==> src/hdl/md4sh_pkg.sv <==
// ----------------------------------------------------------------------------
// md4sh_pkg
// Types, constants and the control store of the MD4 stream hasher sequencer.
// ----------------------------------------------------------------------------
package md4sh_pkg;

    localparam logic [31:0] INIT_A = 32'h67452301;
    localparam logic [31:0] INIT_B = 32'hefcdab89;
    localparam logic [31:0] INIT_C = 32'h98badcfe;
    localparam logic [31:0] INIT_D = 32'h10325476;
    localparam logic [31:0] K_G    = 32'h5a827999;
    localparam logic [31:0] K_H    = 32'h6ed9eba1;
    localparam logic [7:0]  PAD_BYTE = 8'h80;
    localparam logic [5:0]  LEN_POS  = 6'd56;

    localparam logic [4:0] SH1 [4] = '{5'd3, 5'd7, 5'd11, 5'd19};
    localparam logic [4:0] SH2 [4] = '{5'd3, 5'd5, 5'd9,  5'd13};
    localparam logic [4:0] SH3 [4] = '{5'd3, 5'd9, 5'd11, 5'd15};
    localparam logic [3:0] ORD3 [16] = '{4'd0, 4'd8, 4'd4, 4'd12, 4'd2, 4'd10, 4'd6, 4'd14,
                                         4'd1, 4'd9, 4'd5, 4'd13, 4'd3, 4'd11, 4'd7, 4'd15};

    // micro-operations
    localparam logic [2:0] OP_NOP   = 3'd0;
    localparam logic [2:0] OP_LOAD  = 3'd1;
    localparam logic [2:0] OP_ROUND = 3'd2;
    localparam logic [2:0] OP_FOLD  = 3'd3;
    localparam logic [2:0] OP_PAD   = 3'd4;
    localparam logic [2:0] OP_LEN   = 3'd5;
    localparam logic [2:0] OP_ZERO  = 3'd6;
    localparam logic [2:0] OP_OUT   = 3'd7;

    // sequencing
    localparam logic [2:0] NX_SEQ    = 3'd0;
    localparam logic [2:0] NX_JUMP   = 3'd1;
    localparam logic [2:0] NX_PHASE  = 3'd2;
    localparam logic [2:0] NX_PADCHK = 3'd3;
    localparam logic [2:0] NX_HALT   = 3'd4;

    // round functions
    localparam logic [1:0] FN_F = 2'd0;
    localparam logic [1:0] FN_G = 2'd1;
    localparam logic [1:0] FN_H = 2'd2;

    // block phases
    localparam logic [1:0] PH_DATA  = 2'd0;
    localparam logic [1:0] PH_PAD   = 2'd1;
    localparam logic [1:0] PH_EXTRA = 2'd2;
    localparam logic [1:0] PH_FINAL = 2'd3;

    // program layout
    localparam logic [5:0] STEP_LOAD  = 6'd0;
    localparam logic [5:0] STEP_RND0  = 6'd1;
    localparam logic [5:0] STEP_RNDN  = 6'd48;
    localparam logic [5:0] STEP_FOLD  = 6'd49;
    localparam logic [5:0] STEP_PAD   = 6'd50;
    localparam logic [5:0] STEP_LEN   = 6'd51;
    localparam logic [5:0] STEP_ZERO  = 6'd52;
    localparam logic [5:0] STEP_OUT0  = 6'd53;
    localparam logic [5:0] STEP_OUT1  = 6'd54;

    typedef struct packed {
        logic [2:0] op;
        logic [3:0] msg;
        logic [4:0] rot;
        logic [1:0] fn;
        logic [2:0] nxt;
        logic [5:0] target;
        logic       last;
    } t_uword;

    function automatic t_uword uword(input logic [5:0] pc);
        t_uword     w;
        logic [5:0] i;
        logic [3:0] j;
        w = '{op: OP_NOP, msg: 4'd0, rot: 5'd0, fn: FN_F, nxt: NX_SEQ,
              target: STEP_LOAD, last: 1'b0};
        i = pc - STEP_RND0;
        j = i[3:0];
        if (pc >= STEP_RND0 && pc <= STEP_RNDN) begin
            w.op = OP_ROUND;
            priority if (i[5:4] == FN_F) begin
                w.fn  = FN_F;
                w.msg = j;
                w.rot = SH1[j[1:0]];
            end else if (i[5:4] == FN_G) begin
                w.fn  = FN_G;
                w.msg = {j[1:0], j[3:2]};
                w.rot = SH2[j[1:0]];
            end else begin
                w.fn  = FN_H;
                w.msg = ORD3[j];
                w.rot = SH3[j[1:0]];
            end
        end else begin
            unique case (pc)
                STEP_LOAD: w.op = OP_LOAD;
                STEP_FOLD: begin
                    w.op  = OP_FOLD;
                    w.nxt = NX_PHASE;
                end
                STEP_PAD: begin
                    w.op  = OP_PAD;
                    w.nxt = NX_PADCHK;
                end
                STEP_LEN: begin
                    w.op  = OP_LEN;
                    w.nxt = NX_JUMP;
                end
                STEP_ZERO: begin
                    w.op     = OP_ZERO;
                    w.nxt    = NX_JUMP;
                    w.target = STEP_LEN;
                end
                STEP_OUT0: w.op = OP_OUT;
                STEP_OUT1: begin
                    w.op   = OP_OUT;
                    w.nxt  = NX_HALT;
                    w.last = 1'b1;
                end
                default: w.nxt = NX_HALT;
            endcase
        end
        return w;
    endfunction

    function automatic logic [31:0] rol32(input logic [31:0] x, input logic [4:0] s);
        logic [63:0] d;
        d = {x, x} << s;
        return d[63:32];
    endfunction

endpackage

==> src/hdl/md4_stream_hasher.sv <==
// ----------------------------------------------------------------------------
// md4_stream_hasher
// MD4 digest of a byte stream, run by a microcoded round sequencer.
// ----------------------------------------------------------------------------
// Bytes are taken one per cycle while the sequencer is idle. The 64th byte of
// a block holds o_stall high through load, 48 rounds through the one round
// adder and the fold into the chaining words. A closing item runs pad,
// length, compression and two digest words; a padding spill into an extra
// block adds a compression and a zeroed block ahead of the length; a byte
// that closes and completes a block adds its compression first. Digest words
// leave through an output register; output steps wait while it is stalled.
module md4_stream_hasher (
    input  logic        i_clk,
    input  logic        i_rst_n,
    input  logic        i_valid,
    output logic        o_stall,
    input  logic [7:0]  i_data_byte,
    input  logic        i_byte_valid,
    input  logic        i_end_of_message,
    output logic        o_valid,
    input  logic        i_stall,
    output logic [63:0] o_digest_word,
    output logic        o_word_index,
    output logic        o_last_word
);
    import md4sh_pkg::*;

    logic [31:0] r_chain [4];
    logic [31:0] n_chain [4];
    logic [31:0] r_buf   [16];
    logic [31:0] n_buf   [16];
    logic [31:0] r_a, r_b, r_c, r_d;
    logic [31:0] n_a, n_b, n_c, n_d;
    logic [5:0]  r_fill, n_fill;
    logic [60:0] r_count, n_count;
    logic [5:0]  r_pc, n_pc;
    logic [1:0]  r_phase, n_phase;
    logic        r_busy, n_busy;
    logic        r_out_valid, n_out_valid;
    logic [63:0] r_out_word, n_out_word;
    logic        r_out_idx, n_out_idx;
    logic        r_out_last, n_out_last;

    t_uword      uw;
    logic        in_xfer;
    logic        out_free;
    logic [31:0] fval, kc, rsum;
    logic [5:0]  bpos;

    assign uw       = uword(r_pc);
    assign in_xfer  = i_valid && !o_stall;
    assign out_free = !r_out_valid || !i_stall;

    always_comb begin
        unique case (uw.fn)
            FN_F:    fval = (r_b & r_c) | (~r_b & r_d);
            FN_G:    fval = (r_b & r_c) | (r_b & r_d) | (r_c & r_d);
            default: fval = r_b ^ r_c ^ r_d;
        endcase
        unique case (uw.fn)
            FN_F:    kc = 32'd0;
            FN_G:    kc = K_G;
            default: kc = K_H;
        endcase
        rsum = r_a + fval + r_buf[uw.msg] + kc;
    end

    always_comb begin
        n_chain     = r_chain;
        n_buf       = r_buf;
        n_a         = r_a;
        n_b         = r_b;
        n_c         = r_c;
        n_d         = r_d;
        n_fill      = r_fill;
        n_count     = r_count;
        n_pc        = r_pc;
        n_phase     = r_phase;
        n_busy      = r_busy;
        n_out_valid = r_out_valid && i_stall;
        n_out_word  = r_out_word;
        n_out_idx   = r_out_idx;
        n_out_last  = r_out_last;
        bpos        = 6'd0;

        if (!r_busy) begin
            if (in_xfer) begin
                if (i_byte_valid) begin
                    n_buf[r_fill[5:2]][8*r_fill[1:0] +: 8] = i_data_byte;
                    n_count = r_count + 61'd1;
                    n_fill  = r_fill + 6'd1;
                end
                if (i_byte_valid && r_fill == 6'd63) begin
                    n_busy  = 1'b1;
                    n_pc    = STEP_LOAD;
                    n_phase = i_end_of_message ? PH_PAD : PH_DATA;
                end else if (i_end_of_message) begin
                    n_busy  = 1'b1;
                    n_pc    = STEP_PAD;
                    n_phase = PH_PAD;
                end
            end
        end else if (uw.op != OP_OUT || out_free) begin
            unique case (uw.op)
                OP_LOAD: begin
                    n_a = r_chain[0];
                    n_b = r_chain[1];
                    n_c = r_chain[2];
                    n_d = r_chain[3];
                end
                OP_ROUND: begin
                    n_a = r_d;
                    n_d = r_c;
                    n_c = r_b;
                    n_b = rol32(rsum, uw.rot);
                end
                OP_FOLD: begin
                    n_chain[0] = r_chain[0] + r_a;
                    n_chain[1] = r_chain[1] + r_b;
                    n_chain[2] = r_chain[2] + r_c;
                    n_chain[3] = r_chain[3] + r_d;
                end
                OP_PAD: begin
                    for (int w = 0; w < 16; w++) begin
                        for (int k = 0; k < 4; k++) begin
                            bpos = {w[3:0], k[1:0]};
                            if (bpos == r_fill) begin
                                n_buf[w][8*k +: 8] = PAD_BYTE;
                            end else if (bpos > r_fill) begin
                                n_buf[w][8*k +: 8] = 8'd0;
                            end
                        end
                    end
                end
                OP_LEN: begin
                    n_buf[14] = {r_count[28:0], 3'b000};
                    n_buf[15] = r_count[60:29];
                    n_phase   = PH_FINAL;
                end
                OP_ZERO: begin
                    for (int w = 0; w < 16; w++) begin
                        n_buf[w] = 32'd0;
                    end
                end
                OP_OUT: begin
                    n_out_valid = 1'b1;
                    n_out_idx   = uw.last;
                    n_out_last  = uw.last;
                    n_out_word  = uw.last ? {r_chain[3], r_chain[2]}
                                          : {r_chain[1], r_chain[0]};
                    if (uw.last) begin
                        n_chain = '{INIT_A, INIT_B, INIT_C, INIT_D};
                        n_fill  = 6'd0;
                        n_count = 61'd0;
                        n_phase = PH_DATA;
                    end
                end
                default: ;
            endcase

            unique case (uw.nxt)
                NX_SEQ:  n_pc = r_pc + 6'd1;
                NX_JUMP: n_pc = uw.target;
                NX_PHASE: begin
                    unique case (r_phase)
                        PH_DATA: begin
                            n_busy = 1'b0;
                            n_pc   = STEP_LOAD;
                        end
                        PH_PAD:   n_pc = STEP_PAD;
                        PH_EXTRA: n_pc = STEP_ZERO;
                        default:  n_pc = STEP_OUT0;
                    endcase
                end
                NX_PADCHK: begin
                    if (r_fill >= LEN_POS) begin
                        n_phase = PH_EXTRA;
                        n_pc    = uw.target;
                    end else begin
                        n_pc = r_pc + 6'd1;
                    end
                end
                default: begin
                    n_busy = 1'b0;
                    n_pc   = STEP_LOAD;
                end
            endcase
        end
    end

    always_ff @(posedge i_clk) begin
        r_buf      <= n_buf;
        r_a        <= n_a;
        r_b        <= n_b;
        r_c        <= n_c;
        r_d        <= n_d;
        r_out_word <= n_out_word;
        r_out_idx  <= n_out_idx;
        r_out_last <= n_out_last;
        if (!i_rst_n) begin
            r_chain     <= '{INIT_A, INIT_B, INIT_C, INIT_D};
            r_fill      <= 6'd0;
            r_count     <= 61'd0;
            r_pc        <= STEP_LOAD;
            r_phase     <= PH_DATA;
            r_busy      <= 1'b0;
            r_out_valid <= 1'b0;
        end else begin
            r_chain     <= n_chain;
            r_fill      <= n_fill;
            r_count     <= n_count;
            r_pc        <= n_pc;
            r_phase     <= n_phase;
            r_busy      <= n_busy;
            r_out_valid <= n_out_valid;
        end
    end

    assign o_stall       = r_busy;
    assign o_valid       = r_out_valid;
    assign o_digest_word = r_out_word;
    assign o_word_index  = r_out_idx;
    assign o_last_word   = r_out_last;

`ifndef SYNTHESIS
    a_idle_phase: assert property (@(posedge i_clk) disable iff (!i_rst_n)
        !r_busy |-> r_phase == PH_DATA)
        else $error("idle with a pending block phase");

    a_round_busy: assert property (@(posedge i_clk) disable iff (!i_rst_n)
        (r_busy && uw.op == OP_ROUND) |=> r_busy)
        else $error("sequencer halted inside the rounds");

    a_block_full: assert property (@(posedge i_clk) disable iff (!i_rst_n)
        (in_xfer && i_byte_valid && r_fill == 6'd63) |=>
            (r_busy && r_pc == STEP_LOAD && r_fill == 6'd0))
        else $error("full block did not start compression");

    a_digest_clear: assert property (@(posedge i_clk) disable iff (!i_rst_n)
        (r_busy && r_pc == STEP_OUT1 && out_free) |=>
            (!r_busy && r_fill == 6'd0 && r_count == 61'd0 && r_chain[0] == INIT_A))
        else $error("state not restored after digest");
`endif

endmodule
==> config.mk <==
export PLATFORM = sky130hd
export DESIGN_NAME = md4_stream_hasher
export DESIGN_NICKNAME = d
export VERILOG_FILES = /design/src/hdl/md4sh_pkg.sv /design/src/hdl/md4_stream_hasher.sv
export SDC_FILE = /design/constraint.sdc
export NUM_CORES = 2
export LEC_CHECK = 0
export ABC_AREA = 1
export BUFFER_PORTS_ARGS = -buffer_cell sky130_fd_sc_hd__buf_2
export CAP_MARGIN = 20
export CORE_ASPECT_RATIO = 1.75
export CORE_MARGIN = 3
export CORE_UTILIZATION = 30
export DETAILED_ROUTE_END_ITERATION = 16
export SLEW_MARGIN = 20
export SYNTH_ARGS = -nofsm -noshare
export SYNTH_HDL_FRONTEND = slang
export SYNTH_SLANG_ARGS = --single-unit
==> constraint.sdc <==
create_clock -name i_clk -period 10.35 [get_ports i_clk]
set_input_delay 1.035 -clock i_clk [delete_from_list [all_inputs] [get_ports i_clk]]
set_output_delay 1.035 -clock i_clk [all_outputs]
set_load 0.05 [all_outputs]
# Word-level counts from Yosys, hierarchy flattened
# Memories as Yosys holds them, arrays and structs flattened.
# Cells that the tools add are included.
# word_totals
ff_bits	910
rom_bits	64
in_bits	14
output_inout_bits	68
elab_cells	640
memories	1
# classes
addsub	12
magnitude_cmp	72
eq_ne	155
shift	3
muxes	209
bitwise_logic	14
n_reduce_logical	94
# memory_table
name	words	word_bits	read_ports	rd_clocked_by_memory_dff	wr	line	rtl
(no name shown)	16	4	1	0	0	md4sh_pkg.sv:91	w.msg = ORD3[j];
# op_table
operator	count
512-bit two-way mux	4
8-bit two-way mux	128
448-bit case mux with 2 select lines	1
512-bit bitwise mux	1
61-bit two-way mux	6
5-bit AND reduction	65
32-bit case mux with 2 select lines	5
4-bit != test (second input constant)	64
128-bit case mux with 2 select lines	1
32-bit adder	7
6-bit equality test (first input constant)	32
6-bit greater-than comparator (first input constant)	32
64-bit case mux with 3 select lines	1
32-bit AND	4
32-bit binary-select mux with 4-bit select	1
32-bit demux with 4-bit select	1
128-bit two-way mux	1
5-bit by 6-bit equality test with 1-bit output (first input constant)	16
5-bit by 6-bit greater-than comparator with 1-bit output (first input constant)	16
32-bit two-way mux	3
32-bit OR	3
6-bit two-way mux	13
64-bit two-way mux	1
64-bit by 5-bit << shifter with 64-bit output	1
other kinds (62)	152

# Longest topological paths before layout
# depth
word_depth	16
ltp_mapped	42
depth_no_buf	39

# Worst setup path after synthesis
# Ideal clock, no wire load.
# synth_path
path_kind	flip-flop to flip-flop
from	reg r_pc[0]
to	reg r_a[0], enable pin
setup_ps	658
arrival_ps	8294
required_ps	9692
slack_ps	1399
path_stages_with_launch	12
n_path_buf	5
period_less_slack_ps	8951
path_cell_list	dfxtp_1 > inv_1 > ha_1 > inv_1 > o21ai_1 > nand2_2 > buf_2 > buf_2 > buf_1 > clkbuf_1 > clkbuf_1 > a21oi_1
# synth_via
elab_chain_len	7
word_cells_on_any_way	19
classes_between	2 x order compare; 9 x eq/ne; 2 x mux; 6 x reduce/logical
# synth_lines
element	line	rtl
from (decl)	md4_stream_hasher.sv:36	logic [5:0] r_pc, n_pc;
from (signal assigned)	md4_stream_hasher.sv:212	r_pc <= n_pc;
6-bit equality test	md4sh_pkg.sv:95	unique case (pc)
2-bit OR reduction (no line)	-	
3-bit case mux with 6 select lines	md4sh_pkg.sv:95	
3-bit two-way mux (*)	md4sh_pkg.sv:79	if (pc >= STEP_RND0 && pc <= STEP_RNDN) begin
3-bit by 2-bit equality test with 1-bit output, or another cell as far along	md4_stream_hasher.sv:104	unique case (uw.op)
2-bit nonzero test (no line) / 1-bit logical OR (equally long branches)	-	
3-bit AND reduction (no line) (*)	-	
to (signal assigned)	md4_stream_hasher.sv:193	r_a <= n_a;
to (decl)	md4_stream_hasher.sv:32	logic [31:0] r_a, r_b, r_c, r_d;
# Every way passes the cells marked *; elsewhere a longest branch is shown, timed or not.
# A chain may end at the register's enable or synchronous reset.

# Worst setup path in the final report
# layout_path
from	reg r_pc[0]
to	reg r_b[8] (data pin)
# layout_via
elab_chain_len	16
word_cells_on_any_way	48
classes_between	4 x add/sub; 2 x order compare; 10 x eq/ne; 1 x shift; 22 x mux; 3 x bitwise; 5 x reduce/logical; 1 x memory
# layout_lines
element	line	rtl
6-bit by 1-bit subtractor with 6-bit output	md4sh_pkg.sv:77	i = pc - STEP_RND0;
4-bit inverter with 5-bit output (implied by the code)	md4sh_pkg.sv:91	
memory 16 x 4 bit	-	
4-bit two-way mux (implied by the code) (2 in a row)	md4sh_pkg.sv:91	
11-bit two-way mux	md4sh_pkg.sv:85	end else if (i[5:4] == FN_G) begin
11-bit two-way mux	md4sh_pkg.sv:81	priority if (i[5:4] == FN_F) begin
11-bit two-way mux	md4sh_pkg.sv:79	
4-bit inverter with 5-bit output (implied by the code)	md4_stream_hasher.sv:65	rsum = r_a + fval + r_buf[uw.msg] + kc;
32-bit binary-select mux with 4-bit select	md4_stream_hasher.sv:65	
32-bit two-way mux (implied by the code) (2 in a row)	md4_stream_hasher.sv:65	
32-bit adder (2 in a row)	md4_stream_hasher.sv:65	
64-bit by 5-bit << shifter with 64-bit output	md4sh_pkg.sv:128	d = {x, x} << s;
32-bit case mux with 2 select lines (*)	md4_stream_hasher.sv:104	
to (signal assigned)	md4_stream_hasher.sv:194	r_b <= n_b;
to (decl)	md4_stream_hasher.sv:32	
# Every way passes the cells marked *; elsewhere a longest branch is shown, timed or not. The select of a mux whose other input is x is not followed.

==> out/qor.txt <==
Worst Setup Start Kind: flip-flop
CTS Hold Bufs: 0
Crit path top cell by count: nand2_1
Port bufs: 81
GR Util All Layers: 0.243
Clk network pwr share: 0.172
Max stage delay on crit path: 560 ps
Switching pwr: 0.0108 W
Post-route cell area: 64600 um^2
Top-level port count: 82
Wire per inst: 25.8 um
Max_slew headroom: 0.152
Worst reg-to-reg path cell count: 33
Period utilization: 0.843
Tmin final: 8720 ps
Crit Path Class: reg -> reg
Crit. End Element: flip-flop
Total power draw: 0.0209 W
Setup TNS: 0 ps
CP max-delay cell: o311ai_0
Post-synth cell types: 72
Final Max Tran Viols: 0
CTS Buffer Depth: 3
Total core area: 193000 um^2
Peak VDD IR: 0.284 mV
Clock-pin transition on the worst setup and hold timing paths: 70 ps
Synthesized Nets: 7465
Clk_skew: 46.1 ps
Dpl hpwl: 189000 um
Pwr dens: 324 nW/um^2
Max cap viols: 0
Sw Ratio: 0.516
RR Startpoint: r_pc[0]$_SDFFE_PN0P_
Setup violators final: 0
GPL Wtd Cong: 1.03
Sequential power share: 0.225
Critical Path Stages: 33
Int Pwr: 0.0101 W
Main synth FF type: edfxtp_1
H-tree Lvls: 3
CP arrival: 9190 ps
Root Driver: clkbuf_16
Pre-antenna DRT Iters: 7
R2r setup slk: 1630 ps
Delay-heaviest family, CP: compound AO/OA/AOI/OAI gates
Hold WC Path Type: reg -> reg
Synth warn: 0
RSZ-0062 raised after global routing: false
CTS tree: built
Reg2Reg Capture Point: r_b[8]$_DFFE_PP_
Worst skew pair latency: 730 ps
Setup crit start: r_pc[0]$_SDFFE_PN0P_
Required time worst endpoint: 10820 ps
Fin nets: 7382
Post-synth EDFFs: 705
Static leakage: 25.1 nW
Drt total wl: 252000 um
# clock sinks: 910
Share of the synthesized area in the top cell type: 0.364
Status: finished, final reports clean
Seq/Total Area, Yosys: 0.434
Ys async rst share: 0
Area Overhead vs Synth: 10.9%
Vias in the first global route: 53600
Gr ovfl total: 0
# DRC: 0
Setup Buffers After CTS: 0
Yosys reg bits: 910
CTS resizes: 0
Syn Inst Count: 7182
Row count: 213
CTS Buf Count: 93
Worst setup path endpoint: r_b[8]$_DFFE_PP_
ANT nets after route: 0
Initial antenna violation count: 6
Crit path buf inv count: 5
Post-Syn Area: 58200 um^2
Yosys top cell by area: edfxtp_1
Logic gate share of total power: 0.603
Avg Inst Size Synth: 8.11 um^2
Worst Hold Margin: 452 ps
Slew @ Worst Pin: 1270 ps
DR vias: 54600
Placed cell area: 61500 um^2
Starting Density: 0.302
Max Fclk: 115 MHz
Worst-path fanout max: 112
First-pass GRT wire length: 362000 um
Die area: 200000 um^2
Largest net degree at the start of global routing: 129
DRT iter0 DRCs: 5250
Layout cells sized above 1: 0.0670
Avg Vias per Cell: 5.60
Die Y: 589 um
Final hold viol count: 0
Area contributors post-synth: edfxtp_1 36%, nand2_1 8.0%, dfxtp_1 7.0%
Die Wd: 339 um
-- how the worst min path moves through the flow --
stage,start,to,slack (ps),depth (start not counted)
2_1_floorplan,r_count[38]$_SDFFE_PN0P_,r_count[38]$_SDFFE_PN0P_,420,1
3_3_place_gp,r_count[38]$_SDFFE_PN0P_,r_count[38]$_SDFFE_PN0P_,430,1
3_5_place_dp,r_count[25]$_SDFFE_PN0P_,r_count[25]$_SDFFE_PN0P_,440,1
4_1_cts,r_count[25]$_SDFFE_PN0P_,r_count[25]$_SDFFE_PN0P_,450,1
5_1_grt,r_count[25]$_SDFFE_PN0P_,r_count[25]$_SDFFE_PN0P_,480,1
6_report,r_count[25]$_SDFFE_PN0P_,r_count[25]$_SDFFE_PN0P_,450,1
-- placed cells by master (no fill, tap or decap), types with 94 or more instances in the layout --
cell and instances:
a21oi_1 790, buf_4 113, clkbuf_16 94, dfxtp_1 204
edfxtp_1 705, ha_1 177, inv_1 829, nand2_1 1240
nand3_1 367, nor2_1 550, o21ai_0 734, o22ai_1 144
-- state kept, by name, indices dropped and copies added (netlist names) --
signal	cells
r_a	32
r_count	61
r_phase	2
o_digest_word	64
r_b	32
o_valid	1
r_d	32
r_pc	6
o_last_word	1
r_buf	512
r_chain	128
r_c	32
r_fill	6
o_stall	1
-- cells in the mapped netlist (10+ instances only) --
library cell,count
nand2_1,1240
inv_2,23
nor3_1,78
inv_1,831
a31oi_1,20
o32ai_1,73
nor2_1,563
o21a_1,27
o21ai_0,734
nor4_1,26
o311ai_0,27
o221ai_1,55
nand3_1,367
clkbuf_1,272
nor2_2,14
o211ai_1,53
a21oi_1,793
edfxtp_1,705
mux2i_1,13
o31ai_1,14
a2bb2oi_1,15
dfxtp_1,205
a21boi_0,16
a21o_1,18
nand2_2,14
nand4_1,58
o311ai_1,17
and2_1,10
or2_2,22
xnor2_1,40
o22ai_1,144
o21ai_1,45
buf_1,23
xor2_1,57
fa_1,91
a22oi_1,45
a211oi_1,68
ha_1,178
buf_2,79
o21bai_1,13
-- worst reg2reg max path, delay by kind of cell, from the launching register on --
kind            cells  cell delay (ps)
simple gates       12             2180
compound gates     10             2890
fa+ha+maj           5             1650
flops               1              410
xor+xnor            1              340
buf+inv             5             1010
-- kinds of logic after synthesis --
logic type                 Yosys count  synth area share
xor gates and xnor gates            97            0.0146
and+or+nand+nor                   2434             0.177
muxes                               13           0.00223
DFF                                910             0.434
buffers and inverters             1240            0.0821
adders and majority gates          269            0.0695
AOI/OAI and AO/OA                 2219             0.221
-- metrics by stage --
stage,util,setup slack (ps),instances
floorplan,-,1400,7182
global placement,0.319,1720,9584
detailed placement,0.319,1650,9584
CTS,0.335,1640,9757
global route,0.335,1190,9760
finish,0.335,1630,9762
-- per-layer routing --
layer  track usage  share of wire
met1         0.236           0.32
met2         0.437           0.50
met3        0.0344          0.060
met4         0.238           0.12
met5             0       0.000044
-- power by group through the flow --
stage	Sequential, W	Clock [W]	Combinational [W]
floorplan	0.00462	0	0.00807
global placement	0.00476	0	0.0124
detailed placement	0.00477	0	0.0124
CTS	0.00469	0.00366	0.0125
global route	0.00472	0.00378	0.0137
finish	0.00470	0.00361	0.0126
-- cell type report --
| cell class | count | area [um^2] |
|---|---|---|
| diodes | 5 | 12.5 |
| flip-flops and latches | 910 | 25300 |
| fillers | 20100 | 128000 |
| clock buffers | 118 | 2460 |
| multi-input cells | 5032 | 28300 |
| clock inverters | 55 | 651 |
| repair buffers | 201 | 1390 |
| inverters | 861 | 3250 |
| well taps | 2580 | 3230 |
Note: power is estimated with default switching activity, not from simulation.
